==> src/tfv_pkg.sv <==
// ----------------------------------------------------------------------------
// tfv_pkg
// Shared constants, status codes and types for the frame validator.
// ----------------------------------------------------------------------------
package tfv_pkg;

    localparam int POS_W = 17;
    localparam logic [POS_W-1:0] POS_MAX = {POS_W{1'b1}};

    localparam logic [7:0] MARKER_VALUE = 8'h01;
    localparam logic [4:0] MUX_HDR_LEN  = 5'd5;
    localparam logic [4:0] CTRL_HDR_LEN = 5'd11;
    localparam logic [4:0] SERV_HDR_LEN = 5'd12;

    // Byte positions of the TLV length field and of the first TLV byte
    localparam logic [POS_W-1:0] CTRL_TLV_LEN_POS = POS_W'(10);
    localparam logic [POS_W-1:0] SERV_TLV_LEN_POS = POS_W'(11);
    localparam logic [POS_W-1:0] CTRL_TLV_START   = POS_W'(12);
    localparam logic [POS_W-1:0] SERV_TLV_START   = POS_W'(13);

    localparam logic [2:0] STATUS_OK          = 3'd0;
    localparam logic [2:0] STATUS_MARKER      = 3'd1;
    localparam logic [2:0] STATUS_TRUNCATED   = 3'd2;
    localparam logic [2:0] STATUS_MUX_SHORT   = 3'd3;
    localparam logic [2:0] STATUS_LEN_MISMATCH = 3'd4;
    localparam logic [2:0] STATUS_HDR_SHORT   = 3'd5;
    localparam logic [2:0] STATUS_TLV_SUM     = 3'd6;
    localparam logic [2:0] STATUS_TLV_OVERRUN = 3'd7;

    typedef enum logic [1:0] {
        TLV_TYPE   = 2'd0,
        TLV_LEN_LO = 2'd1,
        TLV_LEN_HI = 2'd2,
        TLV_VALUE  = 2'd3
    } tlv_phase_t;

    typedef struct packed {
        logic advance;
        logic clear;
    } tlv_ctrl_t;

endpackage

==> src/tfv_if.sv <==
// ----------------------------------------------------------------------------
// tfv_if
// Byte stream and result channels of the frame validator.
// ----------------------------------------------------------------------------
interface tfv_byte_if;
    logic       valid;
    logic       ready;
    logic [7:0] data_byte;
    logic       last_byte;

    modport source (output valid, output data_byte, output last_byte, input ready);
    modport sink   (input valid, input data_byte, input last_byte, output ready);
endinterface

interface tfv_result_if;
    logic        valid;
    logic        ready;
    logic [2:0]  status;
    logic        overrun_in_value;
    logic [7:0]  mux_flags;
    logic [7:0]  service;
    logic [7:0]  client;
    logic [7:0]  msg_flags;
    logic [15:0] transaction;
    logic [15:0] message_id;

    modport source (
        output valid, output status, output overrun_in_value, output mux_flags,
        output service, output client, output msg_flags, output transaction,
        output message_id, input ready
    );
    modport sink (
        input valid, input status, input overrun_in_value, input mux_flags,
        input service, input client, input msg_flags, input transaction,
        input message_id, output ready
    );
endinterface

==> src/tfv_tlv_walk.sv <==
// ----------------------------------------------------------------------------
// tfv_tlv_walk
// Tracks the type / length / value phase of the TLV list byte by byte.
// ----------------------------------------------------------------------------
module tfv_tlv_walk (
    input  logic                clk,
    input  logic                rst_n,
    input  tfv_pkg::tlv_ctrl_t  ctl,
    input  logic [7:0]          data_byte,
    output tfv_pkg::tlv_phase_t phase_next
);
    import tfv_pkg::*;

    tlv_phase_t  phase_reg;
    logic [15:0] left_reg;
    logic [7:0]  len_lo_reg;

    tlv_phase_t  step_phase;
    logic [15:0] step_left;
    logic [7:0]  step_len_lo;
    logic [15:0] full_len;
    logic [15:0] left_dec;

    assign full_len = {data_byte, len_lo_reg};
    assign left_dec = left_reg - 16'd1;

    always_comb
    begin
        step_phase  = phase_reg;
        step_left   = left_reg;
        step_len_lo = len_lo_reg;
        unique case (phase_reg)
            TLV_TYPE:
            begin
                step_phase = TLV_LEN_LO;
            end
            TLV_LEN_LO:
            begin
                step_len_lo = data_byte;
                step_phase  = TLV_LEN_HI;
            end
            TLV_LEN_HI:
            begin
                step_left  = full_len;
                step_phase = (full_len != 16'd0) ? TLV_VALUE : TLV_TYPE;
            end
            TLV_VALUE:
            begin
                step_left  = left_dec;
                step_phase = (left_dec == 16'd0) ? TLV_TYPE : TLV_VALUE;
            end
            default:
            begin
                step_phase = TLV_TYPE;
            end
        endcase
    end

    assign phase_next = ctl.advance ? step_phase : phase_reg;

    always_ff @(posedge clk or negedge rst_n)
    begin
        if (!rst_n)
        begin
            phase_reg  <= TLV_TYPE;
            left_reg   <= '0;
            len_lo_reg <= '0;
        end
        else if (ctl.clear)
        begin
            phase_reg  <= TLV_TYPE;
            left_reg   <= '0;
            len_lo_reg <= '0;
        end
        else if (ctl.advance)
        begin
            phase_reg  <= step_phase;
            left_reg   <= step_left;
            len_lo_reg <= step_len_lo;
        end
    end

endmodule

==> src/tlv_frame_validator_unit.sv <==
// ----------------------------------------------------------------------------
// tlv_frame_validator_unit
// Streams a framed TLV message and reports header fields and frame checks.
// ----------------------------------------------------------------------------
// Throughput: one byte per cycle; bytes keep flowing while a verdict waits,
//   only a last byte holds until the result register is free.
// Result: the verdict is registered and appears in the cycle after the last-byte transfer.
// Reset: all frame state clears to zero; frame state also clears after each
//   last byte.
// ----------------------------------------------------------------------------
module tlv_frame_validator_unit (
    input logic         clk,
    input logic         rst_n,
    tfv_byte_if.sink    frame,
    tfv_result_if.source result
);
    import tfv_pkg::*;

    logic [POS_W-1:0] pos_reg;
    logic             marker_bad_reg;
    logic [15:0]      mux_length_reg;
    logic [63:0]      header_reg;
    logic [15:0]      tlv_total_reg;
    logic             out_valid_reg;

    logic [POS_W-1:0] pos_next;
    logic             marker_bad_next;
    logic [15:0]      mux_length_next;
    logic [63:0]      header_next;
    logic [15:0]      tlv_total_next;

    logic             accept;
    logic             is_last;
    logic             ctrl;
    logic [POS_W-1:0] tlv_len_pos;
    logic [POS_W-1:0] tlv_start;
    logic [4:0]       hdr_len;
    tlv_ctrl_t        tlv_ctl;
    tlv_phase_t       phase_next;

    logic [2:0]       status_c;
    logic             in_value_c;
    logic [15:0]      trans_c;
    logic [15:0]      msg_c;

    // Only a last byte needs the result register; hold it while a verdict waits
    assign frame.ready = !out_valid_reg || result.ready || !frame.last_byte;
    assign accept      = frame.valid && frame.ready;
    assign is_last     = frame.last_byte;

    // Header type comes from the service byte held before this transfer
    assign ctrl        = (header_reg[15:8] == 8'd0);
    assign tlv_len_pos = ctrl ? CTRL_TLV_LEN_POS : SERV_TLV_LEN_POS;
    assign tlv_start   = ctrl ? CTRL_TLV_START : SERV_TLV_START;
    assign hdr_len     = ctrl ? CTRL_HDR_LEN : SERV_HDR_LEN;

    assign tlv_ctl.advance = accept && (pos_reg >= tlv_start);
    assign tlv_ctl.clear   = accept && is_last;

    tfv_tlv_walk u_tlv_walk (
        .clk        (clk),
        .rst_n      (rst_n),
        .ctl        (tlv_ctl),
        .data_byte  (frame.data_byte),
        .phase_next (phase_next)
    );

    always_comb
    begin
        marker_bad_next = marker_bad_reg;
        mux_length_next = mux_length_reg;
        header_next     = header_reg;
        tlv_total_next  = tlv_total_reg;

        if (pos_reg == POS_W'(0))
            marker_bad_next = (frame.data_byte != MARKER_VALUE);
        if (pos_reg == POS_W'(1))
            mux_length_next[7:0] = frame.data_byte;
        if (pos_reg == POS_W'(2))
            mux_length_next[15:8] = frame.data_byte;
        for (int k = 0; k < 8; k++)
        begin
            if (pos_reg == POS_W'(k + 3))
                header_next[k*8 +: 8] = frame.data_byte;
        end
        if (pos_reg == tlv_len_pos)
            tlv_total_next[7:0] = frame.data_byte;
        if (pos_reg == tlv_len_pos + POS_W'(1))
            tlv_total_next[15:8] = frame.data_byte;

        pos_next = (pos_reg == POS_MAX) ? pos_reg : pos_reg + POS_W'(1);
    end

    // Frame verdict: first failing check wins
    always_comb
    begin
        status_c   = STATUS_OK;
        in_value_c = 1'b0;
        if (marker_bad_next)
            status_c = STATUS_MARKER;
        else if (pos_reg < POS_W'(2))
            status_c = STATUS_TRUNCATED;
        else if (mux_length_next < 16'(MUX_HDR_LEN))
            status_c = STATUS_MUX_SHORT;
        else if (POS_W'(mux_length_next) != pos_reg)
            status_c = STATUS_LEN_MISMATCH;
        else if (mux_length_next < 16'(hdr_len))
            status_c = STATUS_HDR_SHORT;
        else if (mux_length_next - 16'(hdr_len) != tlv_total_next)
            status_c = STATUS_TLV_SUM;
        else if (phase_next == TLV_LEN_LO || phase_next == TLV_LEN_HI)
            status_c = STATUS_TLV_OVERRUN;
        else if (phase_next == TLV_VALUE)
        begin
            status_c   = STATUS_TLV_OVERRUN;
            in_value_c = 1'b1;
        end

        if (ctrl)
        begin
            trans_c = {8'd0, header_next[39:32]};
            msg_c   = header_next[55:40];
        end
        else
        begin
            trans_c = header_next[47:32];
            msg_c   = header_next[63:48];
        end
    end

    always_ff @(posedge clk or negedge rst_n)
    begin
        if (!rst_n)
        begin
            pos_reg        <= '0;
            marker_bad_reg <= 1'b0;
            mux_length_reg <= '0;
            header_reg     <= '0;
            tlv_total_reg  <= '0;
            out_valid_reg  <= 1'b0;
        end
        else
        begin
            if (accept && is_last)
                out_valid_reg <= 1'b1;
            else if (result.ready)
                out_valid_reg <= 1'b0;

            if (accept)
            begin
                if (is_last)
                begin
                    // Drop all frame state after the last byte
                    pos_reg        <= '0;
                    marker_bad_reg <= 1'b0;
                    mux_length_reg <= '0;
                    header_reg     <= '0;
                    tlv_total_reg  <= '0;
                end
                else
                begin
                    pos_reg        <= pos_next;
                    marker_bad_reg <= marker_bad_next;
                    mux_length_reg <= mux_length_next;
                    header_reg     <= header_next;
                    tlv_total_reg  <= tlv_total_next;
                end
            end
        end
    end

    // Result payload, loaded on the last-byte transfer
    always_ff @(posedge clk)
    begin
        if (accept && is_last)
        begin
            result.status           <= status_c;
            result.overrun_in_value <= in_value_c;
            result.mux_flags        <= header_next[7:0];
            result.service          <= header_next[15:8];
            result.client           <= header_next[23:16];
            result.msg_flags        <= header_next[31:24];
            result.transaction      <= trans_c;
            result.message_id       <= msg_c;
        end
    end

    assign result.valid = out_valid_reg;

endmodule

==> src/flat_wrapper.sv <==
// flat-port wrapper written by rule: the top's interface ports become plain ports
module tlv_frame_validator_unit_flat import tfv_pkg::*;
  (clk, rst_n, frame_valid, frame_data_byte, frame_last_byte, frame_ready, result_valid, result_status, result_overrun_in_value, result_mux_flags, result_service, result_client, result_msg_flags, result_transaction, result_message_id, result_ready);
  tfv_byte_if frame_i ();
  tfv_result_if result_i ();
  input logic clk;
  input logic rst_n;
  input wire logic [$bits(frame_i.valid)-1:0] frame_valid;
  input wire logic [$bits(frame_i.data_byte)-1:0] frame_data_byte;
  input wire logic [$bits(frame_i.last_byte)-1:0] frame_last_byte;
  output wire logic [$bits(frame_i.ready)-1:0] frame_ready;
  output wire logic [$bits(result_i.valid)-1:0] result_valid;
  output wire logic [$bits(result_i.status)-1:0] result_status;
  output wire logic [$bits(result_i.overrun_in_value)-1:0] result_overrun_in_value;
  output wire logic [$bits(result_i.mux_flags)-1:0] result_mux_flags;
  output wire logic [$bits(result_i.service)-1:0] result_service;
  output wire logic [$bits(result_i.client)-1:0] result_client;
  output wire logic [$bits(result_i.msg_flags)-1:0] result_msg_flags;
  output wire logic [$bits(result_i.transaction)-1:0] result_transaction;
  output wire logic [$bits(result_i.message_id)-1:0] result_message_id;
  input wire logic [$bits(result_i.ready)-1:0] result_ready;
  assign frame_i.valid = frame_valid;
  assign frame_i.data_byte = frame_data_byte;
  assign frame_i.last_byte = frame_last_byte;
  assign frame_ready = frame_i.ready;
  assign result_valid = result_i.valid;
  assign result_status = result_i.status;
  assign result_overrun_in_value = result_i.overrun_in_value;
  assign result_mux_flags = result_i.mux_flags;
  assign result_service = result_i.service;
  assign result_client = result_i.client;
  assign result_msg_flags = result_i.msg_flags;
  assign result_transaction = result_i.transaction;
  assign result_message_id = result_i.message_id;
  assign result_i.ready = result_ready;
  tlv_frame_validator_unit u_core (.clk(clk), .rst_n(rst_n), .frame(frame_i), .result(result_i));
endmodule
==> config.mk <==
export PLATFORM = sky130hd
export DESIGN_NAME = tlv_frame_validator_unit_flat
export DESIGN_NICKNAME = d
export VERILOG_FILES = /design/src/tfv_pkg.sv /design/src/tfv_if.sv /design/src/tfv_tlv_walk.sv /design/src/tlv_frame_validator_unit.sv /design/src/flat_wrapper.sv
export SDC_FILE = /design/constraint.sdc
export NUM_CORES = 1
export LEC_CHECK = 0
export ABC_CLOCK_PERIOD_IN_PS = 4800
export BUFFER_PORTS_ARGS = -buffer_cell sky130_fd_sc_hd__clkbuf_2
export CAP_MARGIN = 20
export CORE_AREA = 2 2 147 149
export DETAILED_ROUTE_END_ITERATION = 6
export DIE_AREA = 0 0 149 151
export PLACE_DENSITY = 0.73
export SYNTH_ARGS = -nofsm -noshare
export SYNTH_HDL_FRONTEND = slang
export SYNTH_SLANG_ARGS = --single-unit
==> constraint.sdc <==
create_clock -name clk -period 4.8 [get_ports clk]
set_input_delay 0.72 -clock clk [delete_from_list [all_inputs] [get_ports clk]]
set_output_delay 0.72 -clock clk [all_outputs]
set_load 0.1 [all_outputs]
==> Flow_metrics.wiki, run 1 <==
{| class="wikitable"
! Metric !! Value
|-
| H-tree depth || 1
|-
| Final core utilization || 0.616
|-
| Post-Syn Area || about 11000 um^2
|-
| Number of antenna violations at the first check in global routing || 0
|-
| Mean area per synthesized cell || between 9 and 10 um^2
|-
| Per-cell via count in the routed design || 6.33
|-
| Flip-flop cell with the highest count after synthesis || dfrtp_1
|-
| DRT antenna net count || 0
|-
| Final layout net count || 1242
|-
| Clock insertion delay at the later pin of the skew report || ~520 ps
|-
| Class of the worst hold path || in -> async
|-
| P per Cell Area || 548 nW/um^2
|-
| Highest clock frequency the design can meet || 0.214 GHz
|-
| Min cycle time layout || ~4700 ps
|-
| Sum of net half-perimeters after detailed placement || between 20000 and 25000 um
|-
| Total iterations of the first detailed-routing run || 6
|-
| Placed insts || about 1500
|-
| PortBufs || approximately 80
|-
| Fin cells || 1505
|-
| Layout-stage area growth over the synthesis result || 13.4%
|-
| Number of hold-repair buffers added at the cts stage || 0
|-
| Number of register bits inferred by synthesis || 209
|-
| IO Pins || 83
|-
| Number of cell rows || 53
|-
| Via count of the first global-routing pass || a little under 9000
|-
| Ratio of cells with drive above 1 in the final layout || 0.174
|-
| Total global routing track utilization || 0.276
|-
| TritonCTS clock tree || yes
|-
| Max-slew violations || 0
|-
| Sinks on Clock Net || 209
|-
| Global-route wire length before repair || 48700 um
|-
| Routed WL || ~31000 um
|-
| Post-layout total power || about 7 mW
|-
| Worst setup path startpoint || u_core.pos_reg[13]
|-
| Slew @ Worst Pin || 1090 ps
|-
| Cells after synthesis || approximately 1100
|-
| Worst clock skew || 13.1 ps
|-
| Iteration-0 DRC count of the detailed router || ~1100
|-
| Category of the worst setup path capture point || flop
|-
| Endpoint required time on the critical path || between 5000 and 6000 ps
|-
| Count of different cell masters after synthesis || a little over 70
|-
| Post-CTS clock slew at the launch and capture registers of the worst setup and hold paths || around 70 ps
|-
| Total Die Area || approximately 22000 um^2
|-
| Critical Path Source Type || flop
|-
| Inserted Clock Buffers || 22
|-
| Buffer type at the clock tree root || clkbuf_16
|-
| Sequential fraction of the synthesis area || 0.492
|-
| Crit path max fanout || 7
|-
| Arrival time at the worst endpoint || ~4900 ps
|-
| Post-route DRC || 0
|-
| Net count of the mapped netlist || 1171
|-
| Post-synth EDFFs || approximately 70
|-
| Fraction of registers with async set or reset after synthesis || 0.675
|-
| Total global routing overflow || 0
|-
| Number of max-cap violations || 0
|-
| Static power due to leakage || roughly 5.6 nW
|-
| Clock tree buffer depth || 3
|-
| Final clock period utilization by the worst path || 0.974
|-
| Worst Hold Slack || between 200 and 300 ps
|-
| Detail-routed net length per standard cell || approximately 21 um
|-
| Count of endpoints failing hold in the final timing report || 0
|-
| Initial core utilization || 0.544
|-
| Horizontal extent of the die || about 150 um
|-
| Worst supply voltage drop on vdd || ~240 uV
|-
| Die H || approximately 150 um
|-
| Antenna diode instance count || 0
|-
| Run status || complete, no violations
|-
| Type of the worst setup path || reg -> reg
|-
| Startpoint of the most critical register-to-register path || u_core.pos_reg[13]
|-
| Largest net degree at the start of global routing || a little under 80
|-
| Final RePlAce weighted congestion || roughly 0.97
|-
| Core outline area || approximately 21000 um^2
|-
| Post-CTS Setup Bufs || 0
|-
| Vias || ~9500
|-
| Filler cell count || ~1700
|-
| Synth Warn # || 0
|-
| Flip-flop count of the largest register, all copies and words added || 64
|-
| Worst-case headroom to the max-slew limit || 0.271
|-
| Final setup viols || 0
|}
[final cells by class]
type	count	area (um^2)	area share
Timing Repair Buffer	123	724	0.0565
Tap cell	275	344	0.0268
Inverter	26	97.6	0.00761
Clock inverter	10	95.1	0.00741
Sequential cell	209	5570	0.434
Multi-Input combinational cell	832	5380	0.419
Clock buffer	30	621	0.0484
[report_power, final]
group	switching, mW	internal, mW	leakage (nW)
Combinational	1.88	0.983	2.65
Clock	0.728	0.968	0.354
Sequential	0.299	2.18	2.58
[final timing paths]
path,end,slack [ps],cells past startpoint
worst max-delay path,u_core.result.status[2],130,14
min in group clk,u_core.result.valid,410,2
worst min register to register,u_core.marker_bad_reg,490,2
worst max register to register,u_core.result.status[2],130,14
worst min-delay path,u_core.header_reg[13],260,1
max in group asynchronous,u_core.header_reg[2],3580,2
[what timing repair did]
action / CTS / global route
hold endpoints to repair: 0 / 0
resized for setup: 0 / 4
setup endpoints to repair: 0 / 4
[Yosys cell counts, drive strengths merged (28+ instances only)]
cell,count,share of area
nand3,33,0.015
o21ai,103,0.046
edfxtp,68,0.18
a22o,54,0.042
clkbuf,66,0.022
a22oi,41,0.027
nor3,28,0.012
nor2,117,0.039
nand2,99,0.033
mux2i,33,0.033
xnor2,33,0.026
a21oi,51,0.023
dfrtp,141,0.31
[cells in the final DEF (no fill, tap or decap), types with 5 or more instances in the layout]
cell	Yosys	layout
dfrtp_1	141	140
nor2_1	117	115
o21ai_0	99	99
nand2_1	99	98
clkbuf_2	0	81
edfxtp_1	68	68
a22o_1	54	54
a21oi_1	51	51
a22oi_1	41	41
buf_4	1	41
nand3_1	33	33
xnor2_1	33	33
nor3_1	28	28
mux2i_1	30	28
mux2_2	26	26
inv_1	26	25
o22ai_1	23	23
clkbuf_16	0	22
nor4_1	19	19
or3_1	14	14
xor2_1	14	14
ha_1	14	14
nand4_1	12	12
and3_1	10	10
nor2b_1	7	7
nor3b_1	7	7
a21o_1	7	7
nand2b_1	6	6
or2_2	6	6
a31oi_1	5	5
or4_1	5	5
[metrics by stage]
stage / setup TNS, ps / cell area, um^2 / setup WS [ps]
after floorplan: 0 / 11300 / 78.1
after global placement: 0 / 12100 / 202
after detailed placement: 0 / 12100 / 96.8
after CTS: 0 / 12800 / 79.6
after global routing: -54.2 / 12800 / -40.4
final: 0 / 12800 / 127
[metal layers]
metal,vias to the layer above,GRT usage,share of wire
met5,-,0,0
met4,0,0.0848,0.032
met3,76,0.0503,0.086
met2,470,0.438,0.46
met1,4621,0.388,0.42
li1,4367,-,-
[critical path, cell delays in order (launching register included)]
cell,delay (ps)
dfrtp_1,450
or4_4,590
or4_4,640
mux2i_4,200
ha_1,170
inv_1,50
fa_1,400
a21o_1,190
nand2_1,80
mux2i_2,90
or3_1,390
a221o_1,350
a2bb2o_1,330
nor4b_4,340
a21oi_1,120
[cell families (layout without fill, tap and decap cells)]
kind of cell / Yosys count / in the layout / synth area share
AND/OR/NAND/NOR: 387 / 387 / 0.171
AO/OA/AOI/OAI: 324 / 324 / 0.188
flip-flops: 209 / 209 / 0.492
buffers and inverters: 102 / 189 / 0.0371
multiplexers: 59 / 59 / 0.0584
XOR/XNOR: 47 / 47 / 0.0364
adder cells (fa/ha/maj): 15 / 15 / 0.0172
Power figures use the tool's default switching activity.
==> run 2: changes to the inputs <==
--- a/config.mk
+++ b/config.mk
@@ -5,12 +5,14 @@
 export SDC_FILE = /design/constraint.sdc
 export NUM_CORES = 1
 export LEC_CHECK = 0
+export ABC_AREA = 1
 export ABC_CLOCK_PERIOD_IN_PS = 4800
 export BUFFER_PORTS_ARGS = -buffer_cell sky130_fd_sc_hd__clkbuf_2
 export CAP_MARGIN = 20
-export CORE_AREA = 2 2 147 149
+export CORE_AREA = 2 2 186 115
 export DETAILED_ROUTE_END_ITERATION = 6
-export DIE_AREA = 0 0 149 151
+export DIE_AREA = 0 0 188 117
+export HOLD_SLACK_MARGIN = 0.15
 export PLACE_DENSITY = 0.73
 export SYNTH_ARGS = -nofsm -noshare
 export SYNTH_HDL_FRONTEND = slang
==> Flow_metrics.wiki, run 2 <==
{| class="wikitable"
! Metric !! Value
|-
| Run status || complete, no violations (unchanged)
|-
| Die H || 117 um (was 151 um)
|-
| Most frequent cells after synthesis || nand2_1, inv_1, dfrtp_1 (was dfrtp_1, nor2_1, nand2_1, o21ai_0, edfxtp_1)
|-
| PortBufs || 82 (unchanged)
|-
| Most frequent cells in the layout || nand2_1, inv_1, dfrtp_1 (was dfrtp_1, nor2_1, o21ai_0)
|-
| Reg-to-reg slack, setup || 720 ps (was 130 ps)
|-
| IO Pins || 83 (unchanged)
|-
| Total global routing overflow || 0 (unchanged)
|-
| Combinational family with the most area after synthesis || simple AND/OR/NAND/NOR gates (was compound AO/OA/AOI/OAI gates)
|-
| Share of the synthesized area in the top cell type || 0.322 (was 0.312)
|-
| Highest clock frequency the design can meet || 0.245 GHz (was 0.214 GHz)
|-
| Relative contribution of the clock network to total power || 0.314 (was 0.241)
|-
| Sum of net half-perimeters after detailed placement || 20800 um (was 21000 um)
|-
| Startpoint of the most critical register-to-register path || u_core.pos_reg[1] (was u_core.pos_reg[13])
|-
| Multi-input gate area || 4550 um^2 (was 5380 um^2)
|-
| Unrepaired setup endpoints after global routing || false
|-
| Worst supply voltage drop on vdd || 261 uV (was 235 uV)
|-
| Worst setup path startpoint || u_core.pos_reg[1] (was u_core.pos_reg[13])
|-
| Filler cell count || 1810 (was 1715)
|-
| Fraction of synthesized cell area in xor and xnor cells || 0.0144 (was 0.0364)
|-
| Crit path max fanout || 13 (was 7)
|-
| Switching power share of the total || 0.371 (was 0.413)
|-
| Clock tree buffer depth || 3 (unchanged)
|-
| Number of hold-repair buffers added at the cts stage || 0 (unchanged)
|-
| Fin cells || 1658 (was 1505)
|-
| Net count of the mapped netlist || 1316 (was 1171)
|-
| Worst reg2reg endpoint || u_core.result.status[2] (unchanged)
|-
| Count of endpoints failing hold in the final timing report || 0 (unchanged)
|-
| Post-synth EDFFs || 68 (unchanged)
|-
| Routed WL || 30300 um (was 31400 um)
|-
| Type of the worst setup path || reg -> reg (unchanged)
|-
| Clock insertion delay at the later pin of the skew report || 510 ps (was 520 ps)
|-
| Final clock period utilization by the worst path || 0.850 (was 0.974)
|-
| Dominant cell type by area after synthesis || dfrtp_1 (unchanged)
|-
| Sequential cell area || 5570 um^2 (about the same)
|-
| Horizontal extent of the die || 188 um (was 149 um)
|-
| Sequential fraction of the synthesis area || 0.508 (was 0.492)
|-
| Basic-gate share of the synthesized area counting and, or, nand and nor cells || 0.229 (was 0.171)
|-
| TritonCTS clock tree || yes (unchanged)
|-
| H-tree depth || 1 (unchanged)
|-
| Min cycle time layout || 4080 ps (was 4670 ps)
|-
| Endpoint required time on the critical path || 5060 ps (was 5050 ps)
|-
| Number of max-cap violations || 0 (unchanged)
|-
| Category of the worst setup path capture point || flop (unchanged)
|-
| Flip-flop cell with the highest count after synthesis || dfrtp_1 (unchanged)
|-
| Final RePlAce weighted congestion || 0.994 (was 0.969)
|-
| Per-cell via count in the routed design || 5.71 (was 6.33)
|-
| Total iterations of the first detailed-routing run || 5 (was 6)
|-
| Number of register bits inferred by synthesis || 209 (unchanged)
|-
| Mean area per synthesized cell || 8.52 um^2 (was 9.90 um^2)
|-
| Total global routing track utilization || 0.282 (was 0.276)
|-
| Number of antenna violations at the first check in global routing || 0 (unchanged)
|-
| Int Power || 3.44 mW (was 4.13 mW)
|-
| P per Cell Area || 441 nW/um^2 (was 548 nW/um^2)
|-
| Number of cells traversed by the worst register-to-register path || 24 (was 14)
|-
| Reg power frac || 0.372 (was 0.352)
|-
| Total Die Area || 22000 um^2 (was 22500 um^2)
|-
| Detail-routed net length per standard cell || 18.3 um (was 20.9 um)
|-
| Maximum cell stage delay along the critical path || 440 ps (was 640 ps)
|-
| Class of the worst hold path || in -> async (unchanged)
|-
| Inserted Clock Buffers || 21 (was 22)
|-
| Top metal layer carrying routed signals || met4 (unchanged)
|-
| Cells after synthesis || 1288 (was 1143)
|-
| Synth Warn # || 0 (unchanged)
|-
| Buffer type at the clock tree root || clkbuf_16 (unchanged)
|-
| Leading cell type in the layout, fill and taps excluded || nand2_1 (was dfrtp_1)
|-
| Sinks on Clock Net || 209 (unchanged)
|-
| DRT antenna net count || 0 (unchanged)
|-
| Sum of buffers and inverters on the critical path || 3 (was 1)
|-
| Initial core utilization || 0.536 (was 0.544)
|-
| Iteration-0 DRC count of the detailed router || 1058 (was 1113)
|-
| Portion of netlist area occupied by mux cells || 0.00730 (was 0.0584)
|-
| Static power due to leakage || 6.05 nW (was 5.59 nW)
|-
| Ratio of cells with drive above 1 in the final layout || 0.141 (was 0.174)
|-
| Count of different cell masters after synthesis || 50 (was 71)
|-
| Fraction of registers with async set or reset after synthesis || 0.675 (unchanged)
|-
| Final setup viols || 0 (unchanged)
|-
| Placed insts || 1620 (was 1464)
|-
| Worst setup path endpoint || u_core.result.status[2] (unchanged)
|-
| Depth of the critical timing path with buffers and inverters included || 24 (was 14)
|-
| Sum of routed wire segments on met1 || 14600 um (was 13300 um)
|-
| Wire length on met3 || 3180 um (was 2700 um)
|-
| Via count of the first global-routing pass || 8554 (was 8814)
|-
| Antenna diode instance count || 0 (unchanged)
|-
| Flip-flop count of the largest register, all copies and words added || 64 (unchanged)
|-
| Core outline area || 20500 um^2 (was 20800 um^2)
|-
| Post-route DRC || 0 (unchanged)
|-
| Compound-cell area share of the yosys netlist || 0.145 (was 0.188)
|-
| Vias || 9470 (was 9534)
|-
| Largest net degree at the start of global routing || 76 (was 78)
|-
| Slew @ Worst Pin || 995 ps (was 1090 ps)
|-
| Final total negative setup slack || 0 ps (unchanged)
|-
| Max-slew violations || 0 (unchanged)
|-
| Met2 WL || 12000 um (was 14500 um)
|-
| Post-Syn Area || 11000 um^2 (was 11300 um^2)
|-
| Worst-case headroom to the max-slew limit || 0.336 (was 0.271)
|-
| Final design area excluding fillers || 12400 um^2 (was 12800 um^2)
|-
| Number of gates resized after cts || 0 (unchanged)
|-
| Cell type group with the largest total delay on the critical path || simple AND/OR/NAND/NOR gates (unchanged)
|-
| Layout-stage area growth over the synthesis result || 12.9% (was 13.4%)
|-
| Crit-path slowest cell || dfrtp_1 (was or4_4)
|-
| Final layout net count || 1392 (was 1242)
|-
| CP cell instances || inv_1 > ha_1 > inv_1 > nor2_2 > nand2_2 > nor2_8 > nand2_4 > o21ai_1 > ha_1 > a21o_1 > nor2_1 > nand3b_4 > nand2_2 > nor2_2 > nand2_1 > nor2_2 > nor2_1 > nor2_1 > nand3_1 > nor2_1 > and2_4 > nand3_1 > nand3_1 > inv_1 (was or4_4 > or4_4 > mux2i_4 > ha_1 > inv_1 > fa_1 > a21o_1 > nand2_1 > mux2i_2 > or3_1 > a221o_1 > a2bb2o_1 > nor4b_4 > a21oi_1)
|-
| Post-Synth Adder-Cell Area || 0.0178 (was 0.0172)
|-
| Critical Path Source Type || flop (unchanged)
|-
| Top cells by area in the synthesized netlist || dfrtp_1, edfxtp_1, nand2_1, o21ai_0, inv_1 (was dfrtp_1, edfxtp_1, o21ai_0, a22o_1, nor2_1)
|-
| Worst clock skew || 11.4 ps (was 13.1 ps)
|-
| Post-CTS Setup Bufs || 0 (unchanged)
|-
| Post-CTS clock slew at the launch and capture registers of the worst setup and hold paths || 70 ps (about the same)
|-
| Global-route wire length before repair || 48200 um (was 48700 um)
|-
| Dominant cell by count in the synthesized netlist || nand2_1 (was dfrtp_1)
|-
| Part of the total power dissipated in combinational logic || 0.314 (was 0.407)
|-
| Crit path top cell by count || nor2_1 (was or4_4)
|-
| Arrival time at the worst endpoint || 4340 ps (was 4930 ps)
|-
| Switch Pwr || 2.03 mW (was 2.91 mW)
|-
| Placed Area || 11700 um^2 (was 12100 um^2)
|-
| Number of cell rows || 41 (was 53)
|}
run 2: changes by cell type after synthesis, moves of 16 or more:
cell      change
nand2_1     +182
inv_1       +136
nand3_1      +66
a22oi_1      -40
nor2_1       -39
xnor2_1      -32
clkbuf_1     -27
o21ai_0      +27
mux2_2       -26
o22ai_1      +25
mux2i_1      -22
nand2_2      +17
a21oi_1      -16
run 2: final cells by class:
cell class | instances | area share
repair buffers | 102 | 0.0458
inverters | 171 | 0.0518
multi-input cells | 859 | 0.367
well taps | 279 | 0.0282
clock inverters | 11 | 0.0112
flip-flops and latches | 209 | 0.450
clock buffers | 27 | 0.0459
run 2: worst min path at each step:
stage | start | slack, ps | endpoint
final | rst_n | 160 | u_core.tlv_total_reg[12]
after floorplan | rst_n | 420 | u_core.header_reg[0]
after CTS | rst_n | 180 | u_core.tlv_total_reg[12]
after global routing | rst_n | 210 | u_core.header_reg[21]
after global placement | u_core.header_reg[3] | 470 | u_core.header_reg[3]
after detailed placement | u_core.header_reg[6] | 480 | u_core.header_reg[6]
run 2: power by group through the flow:
| stage | registers, mW | logic (mW) | clock network, mW |
|---|---|---|---|
| 6_report | 2.03 | 1.72 | 1.72 |
| 5_1_grt | 2.04 | 1.88 | 1.81 |
| 4_1_cts | 2.03 | 1.68 | 1.73 |
| 3_5_place_dp | 2.06 | 1.67 | 0 |
| 3_3_place_gp | 2.06 | 1.66 | 0 |
| 2_1_floorplan | 2.28 | 1.05 | 0 |
run 2: routing by layer:
layer | vias to the layer above | track usage
met5 | - | 0
met4 | 0 | 0.0509
met3 | 41 | 0.0614
met2 | 440 | 0.399
met1 | 4500 | 0.446
li1 | 4489 | -
run 2: cell families after synthesis:
group / Yosys count
AOI/OAI and AO/OA: 268
xor gates and xnor gates: 18
adders and majority gates: 15
buffers and inverters: 220
DFF: 209
muxes: 8
and+or+nand+nor: 550
run 2: per-stage QoR:
stage | setup WS (ps) | total power, mW | hold WS [ps] | utilization
floorplan | 690 | 3.33 | 424 | -
global placement | 971 | 3.72 | 468 | 0.570
detailed placement | 861 | 3.73 | 476 | 0.570
CTS | 798 | 5.45 | 181 | 0.605
global route | 384 | 5.73 | 205 | 0.605
finish | 720 | 5.46 | 161 | 0.605
==> run 3: changes to the inputs <==
--- a/config.mk
+++ b/config.mk
@@ -9,9 +9,9 @@
 export ABC_CLOCK_PERIOD_IN_PS = 4800
 export BUFFER_PORTS_ARGS = -buffer_cell sky130_fd_sc_hd__clkbuf_2
 export CAP_MARGIN = 20
-export CORE_AREA = 2 2 186 115
+export CORE_AREA = 5 5 189 118
 export DETAILED_ROUTE_END_ITERATION = 6
-export DIE_AREA = 0 0 188 117
+export DIE_AREA = 0 0 194 123
 export HOLD_SLACK_MARGIN = 0.15
 export PLACE_DENSITY = 0.73
 export SYNTH_ARGS = -nofsm -noshare
==> Flow_metrics.wiki, run 3 (synthesis results as in run 2) <==
{| class="wikitable"
! Metric !! Value
|-
| Horizontal extent of the die || 194 um (was 188 um)
|-
| Min cycle time layout || 4140 ps (was 4080 ps)
|-
| Vias || 9421 (was 9470)
|-
| Max-slew violations || 0 (unchanged)
|-
| Critical Path Source Type || flop (unchanged)
|-
| H-tree depth || 1 (unchanged)
|-
| Multi-input gate area || 4550 um^2 (unchanged)
|-
| Core outline area || 20500 um^2 (unchanged)
|-
| Arrival time at the worst endpoint || 4410 ps (was 4340 ps)
|-
| Post-route DRC || 0 (unchanged)
|-
| Highest clock frequency the design can meet || 0.241 GHz (was 0.245 GHz)
|-
| Worst supply voltage drop on vdd || 250 uV (was 261 uV)
|-
| Worst clock skew || 11.7 ps (was 11.4 ps)
|-
| Type of the worst setup path || reg -> reg (unchanged)
|-
| Final RePlAce weighted congestion || 0.959 (was 0.994)
|-
| Sinks on Clock Net || 209 (unchanged)
|-
| Initial core utilization || 0.536 (unchanged)
|-
| Leading cell type in the layout, fill and taps excluded || nand2_1 (unchanged)
|-
| Slew @ Worst Pin || 983 ps (was 995 ps)
|-
| IO Pins || 83 (unchanged)
|-
| Number of gates resized after cts || 0 (unchanged)
|-
| Most frequent cells in the layout || nand2_1, inv_1, dfrtp_1 (unchanged)
|-
| Startpoint of the most critical register-to-register path || u_core.pos_reg[1] (unchanged)
|-
| Post-CTS clock slew at the launch and capture registers of the worst setup and hold paths || 70 ps (about the same)
|-
| Number of hold-repair buffers added at the cts stage || 0 (unchanged)
|-
| Class of the worst hold path || in -> async (unchanged)
|-
| PortBufs || 82 (unchanged)
|-
| Routed WL || 30500 um (was 30300 um)
|-
| Post-layout total power || 5.28 mW (was 5.46 mW)
|-
| DRT antenna net count || 0 (unchanged)
|-
| Number of cell rows || 41 (unchanged)
|-
| Iteration-0 DRC count of the detailed router || 1019 (was 1058)
|-
| Final layout net count || 1390 (was 1392)
|-
| Category of the worst setup path capture point || flop (unchanged)
|-
| Filler cell count || 1791 (was 1810)
|-
| Total global routing overflow || 0 (unchanged)
|-
| Buffer type at the clock tree root || clkbuf_16 (unchanged)
|-
| Number of cells traversed by the worst register-to-register path || 24 (unchanged)
|-
| Worst reg2reg endpoint || u_core.result.status[2] (unchanged)
|-
| Ratio of cells with drive above 1 in the final layout || 0.137 (was 0.141)
|-
| Layout-stage area growth over the synthesis result || 12.0% (was 12.9%)
|-
| Total Die Area || 23900 um^2 (was 22000 um^2)
|-
| Final setup viols || 0 (unchanged)
|-
| TritonCTS clock tree || yes (unchanged)
|-
| P per Cell Area || 429 nW/um^2 (was 441 nW/um^2)
|-
| Clock tree buffer depth || 3 (unchanged)
|-
| Per-cell via count in the routed design || 5.69 (was 5.71)
|-
| Endpoint required time on the critical path || 5060 ps (about the same)
|-
| Number of antenna violations at the first check in global routing || 0 (unchanged)
|-
| Number of max-cap violations || 0 (unchanged)
|-
| Reg-to-reg slack, setup || 660 ps (was 720 ps)
|-
| Placed Area || 11700 um^2 (about the same)
|-
| Detail-routed net length per standard cell || 18.4 um (was 18.3 um)
|-
| Run status || complete, no violations (unchanged)
|-
| Clock insertion delay at the later pin of the skew report || 510 ps (about the same)
|-
| Final total negative setup slack || 0 ps (unchanged)
|-
| Flip-flop count of the largest register, all copies and words added || 64 (unchanged)
|-
| Global-route wire length before repair || 48800 um (was 48200 um)
|-
| Final design area excluding fillers || 12300 um^2 (was 12400 um^2)
|-
| Largest net degree at the start of global routing || 76 (unchanged)
|-
| Unrepaired setup endpoints after global routing || false (unchanged)
|-
| Total global routing track utilization || 0.257 (was 0.282)
|-
| Sequential cell area || 5570 um^2 (unchanged)
|-
| Total iterations of the first detailed-routing run || 5 (unchanged)
|-
| Final clock period utilization by the worst path || 0.863 (was 0.850)
|-
| Post-CTS Setup Bufs || 0 (unchanged)
|-
| Static power due to leakage || 5.99 nW (was 6.05 nW)
|-
| Die H || 123 um (was 117 um)
|-
| Count of endpoints failing hold in the final timing report || 0 (unchanged)
|-
| Worst-case headroom to the max-slew limit || 0.345 (was 0.336)
|-
| Antenna diode instance count || 0 (unchanged)
|-
| Crit path max fanout || 13 (unchanged)
|-
| Via count of the first global-routing pass || 8821 (was 8554)
|-
| Sum of net half-perimeters after detailed placement || 21300 um (was 20800 um)
|-
| Final core utilization || 0.600 (was 0.605)
|-
| Inserted Clock Buffers || 21 (unchanged)
|}
-- run 3: changes by cell type in the layout (fill, tap and decap cells not counted) --
cell	delta
buf_4	-2
bufinv_16	-3
clkinv_1	+2
clkbuf_1	+2
clkinv_2	-1
-- run 3: worst max path at each step --
| stage | from | end | slack [ps] |
|---|---|---|---|
| after detailed placement | u_core.pos_reg[1] | u_core.result.status[1] | 790 |
| after global routing | u_core.pos_reg[1] | u_core.result.status[2] | 340 |
| after CTS | u_core.pos_reg[1] | u_core.result.status[2] | 730 |
| final | u_core.pos_reg[1] | u_core.result.status[2] | 660 |
| after global placement | u_core.pos_reg[1] | u_core.result.status[2] | 960 |
| after floorplan | u_core.result.valid | u_core.pos_reg[14] | 690 |
-- run 3: power breakdown --
part | switching, mW | total [mW] | internal [mW]
sequential | 0.0614 | 2.03 | 1.97
clock | 0.696 | 1.54 | 0.842
combinational | 1.25 | 1.71 | 0.460
total | 2.00 | 5.28 | 3.27
-- run 3: routing by layer --
| metal | up-vias | GRT usage | wire length (um) |
|---|---|---|---|
| met2 | 385 | 0.356 | 12200 |
| met4 | 0 | 0.0680 | 804 |
| met5 | - | 0 | 0 |
| met3 | 65 | 0.0792 | 3180 |
| li1 | 4486 | - | - |
| met1 | 4485 | 0.392 | 14300 |
-- run 3: cell type report --
type,count,share of cell area
Multi-Input combinational cell,859,0.370
Clock buffer,29,0.0468
Sequential cell,209,0.453
Timing Repair Buffer,100,0.0449
Clock inverter,9,0.00418
Tap cell,279,0.0284
Inverter,171,0.0522
-- run 3: critical path, cell delays in order (launching register included) --
cell      delay, ps
dfrtp_1         450
inv_1           230
ha_1            190
inv_1            60
nor2_2          120
nand2_2         100
nor2_8          150
nand2_4         140
o21ai_1         390
ha_1            350
a21o_1          190
nor2_1          190
nand3b_4        210
nand2_2          80
nor2_2          160
nand2_1         100
nor2_2          110
nor2_1           50
nor2_1           80
nand3_1          70
nor2_1          120
and2_4          170
nand3_1          60
nand3_1          70
inv_1            40
-- run 3: metrics by stage --
step	worst slack (ps)	hold slack (ps)	std cells
after detailed placement	795	475	1618
final	658	191	1656
after CTS	730	214	1656
after floorplan	690	424	1288
after global placement	959	465	1618
after global routing	344	240	1656
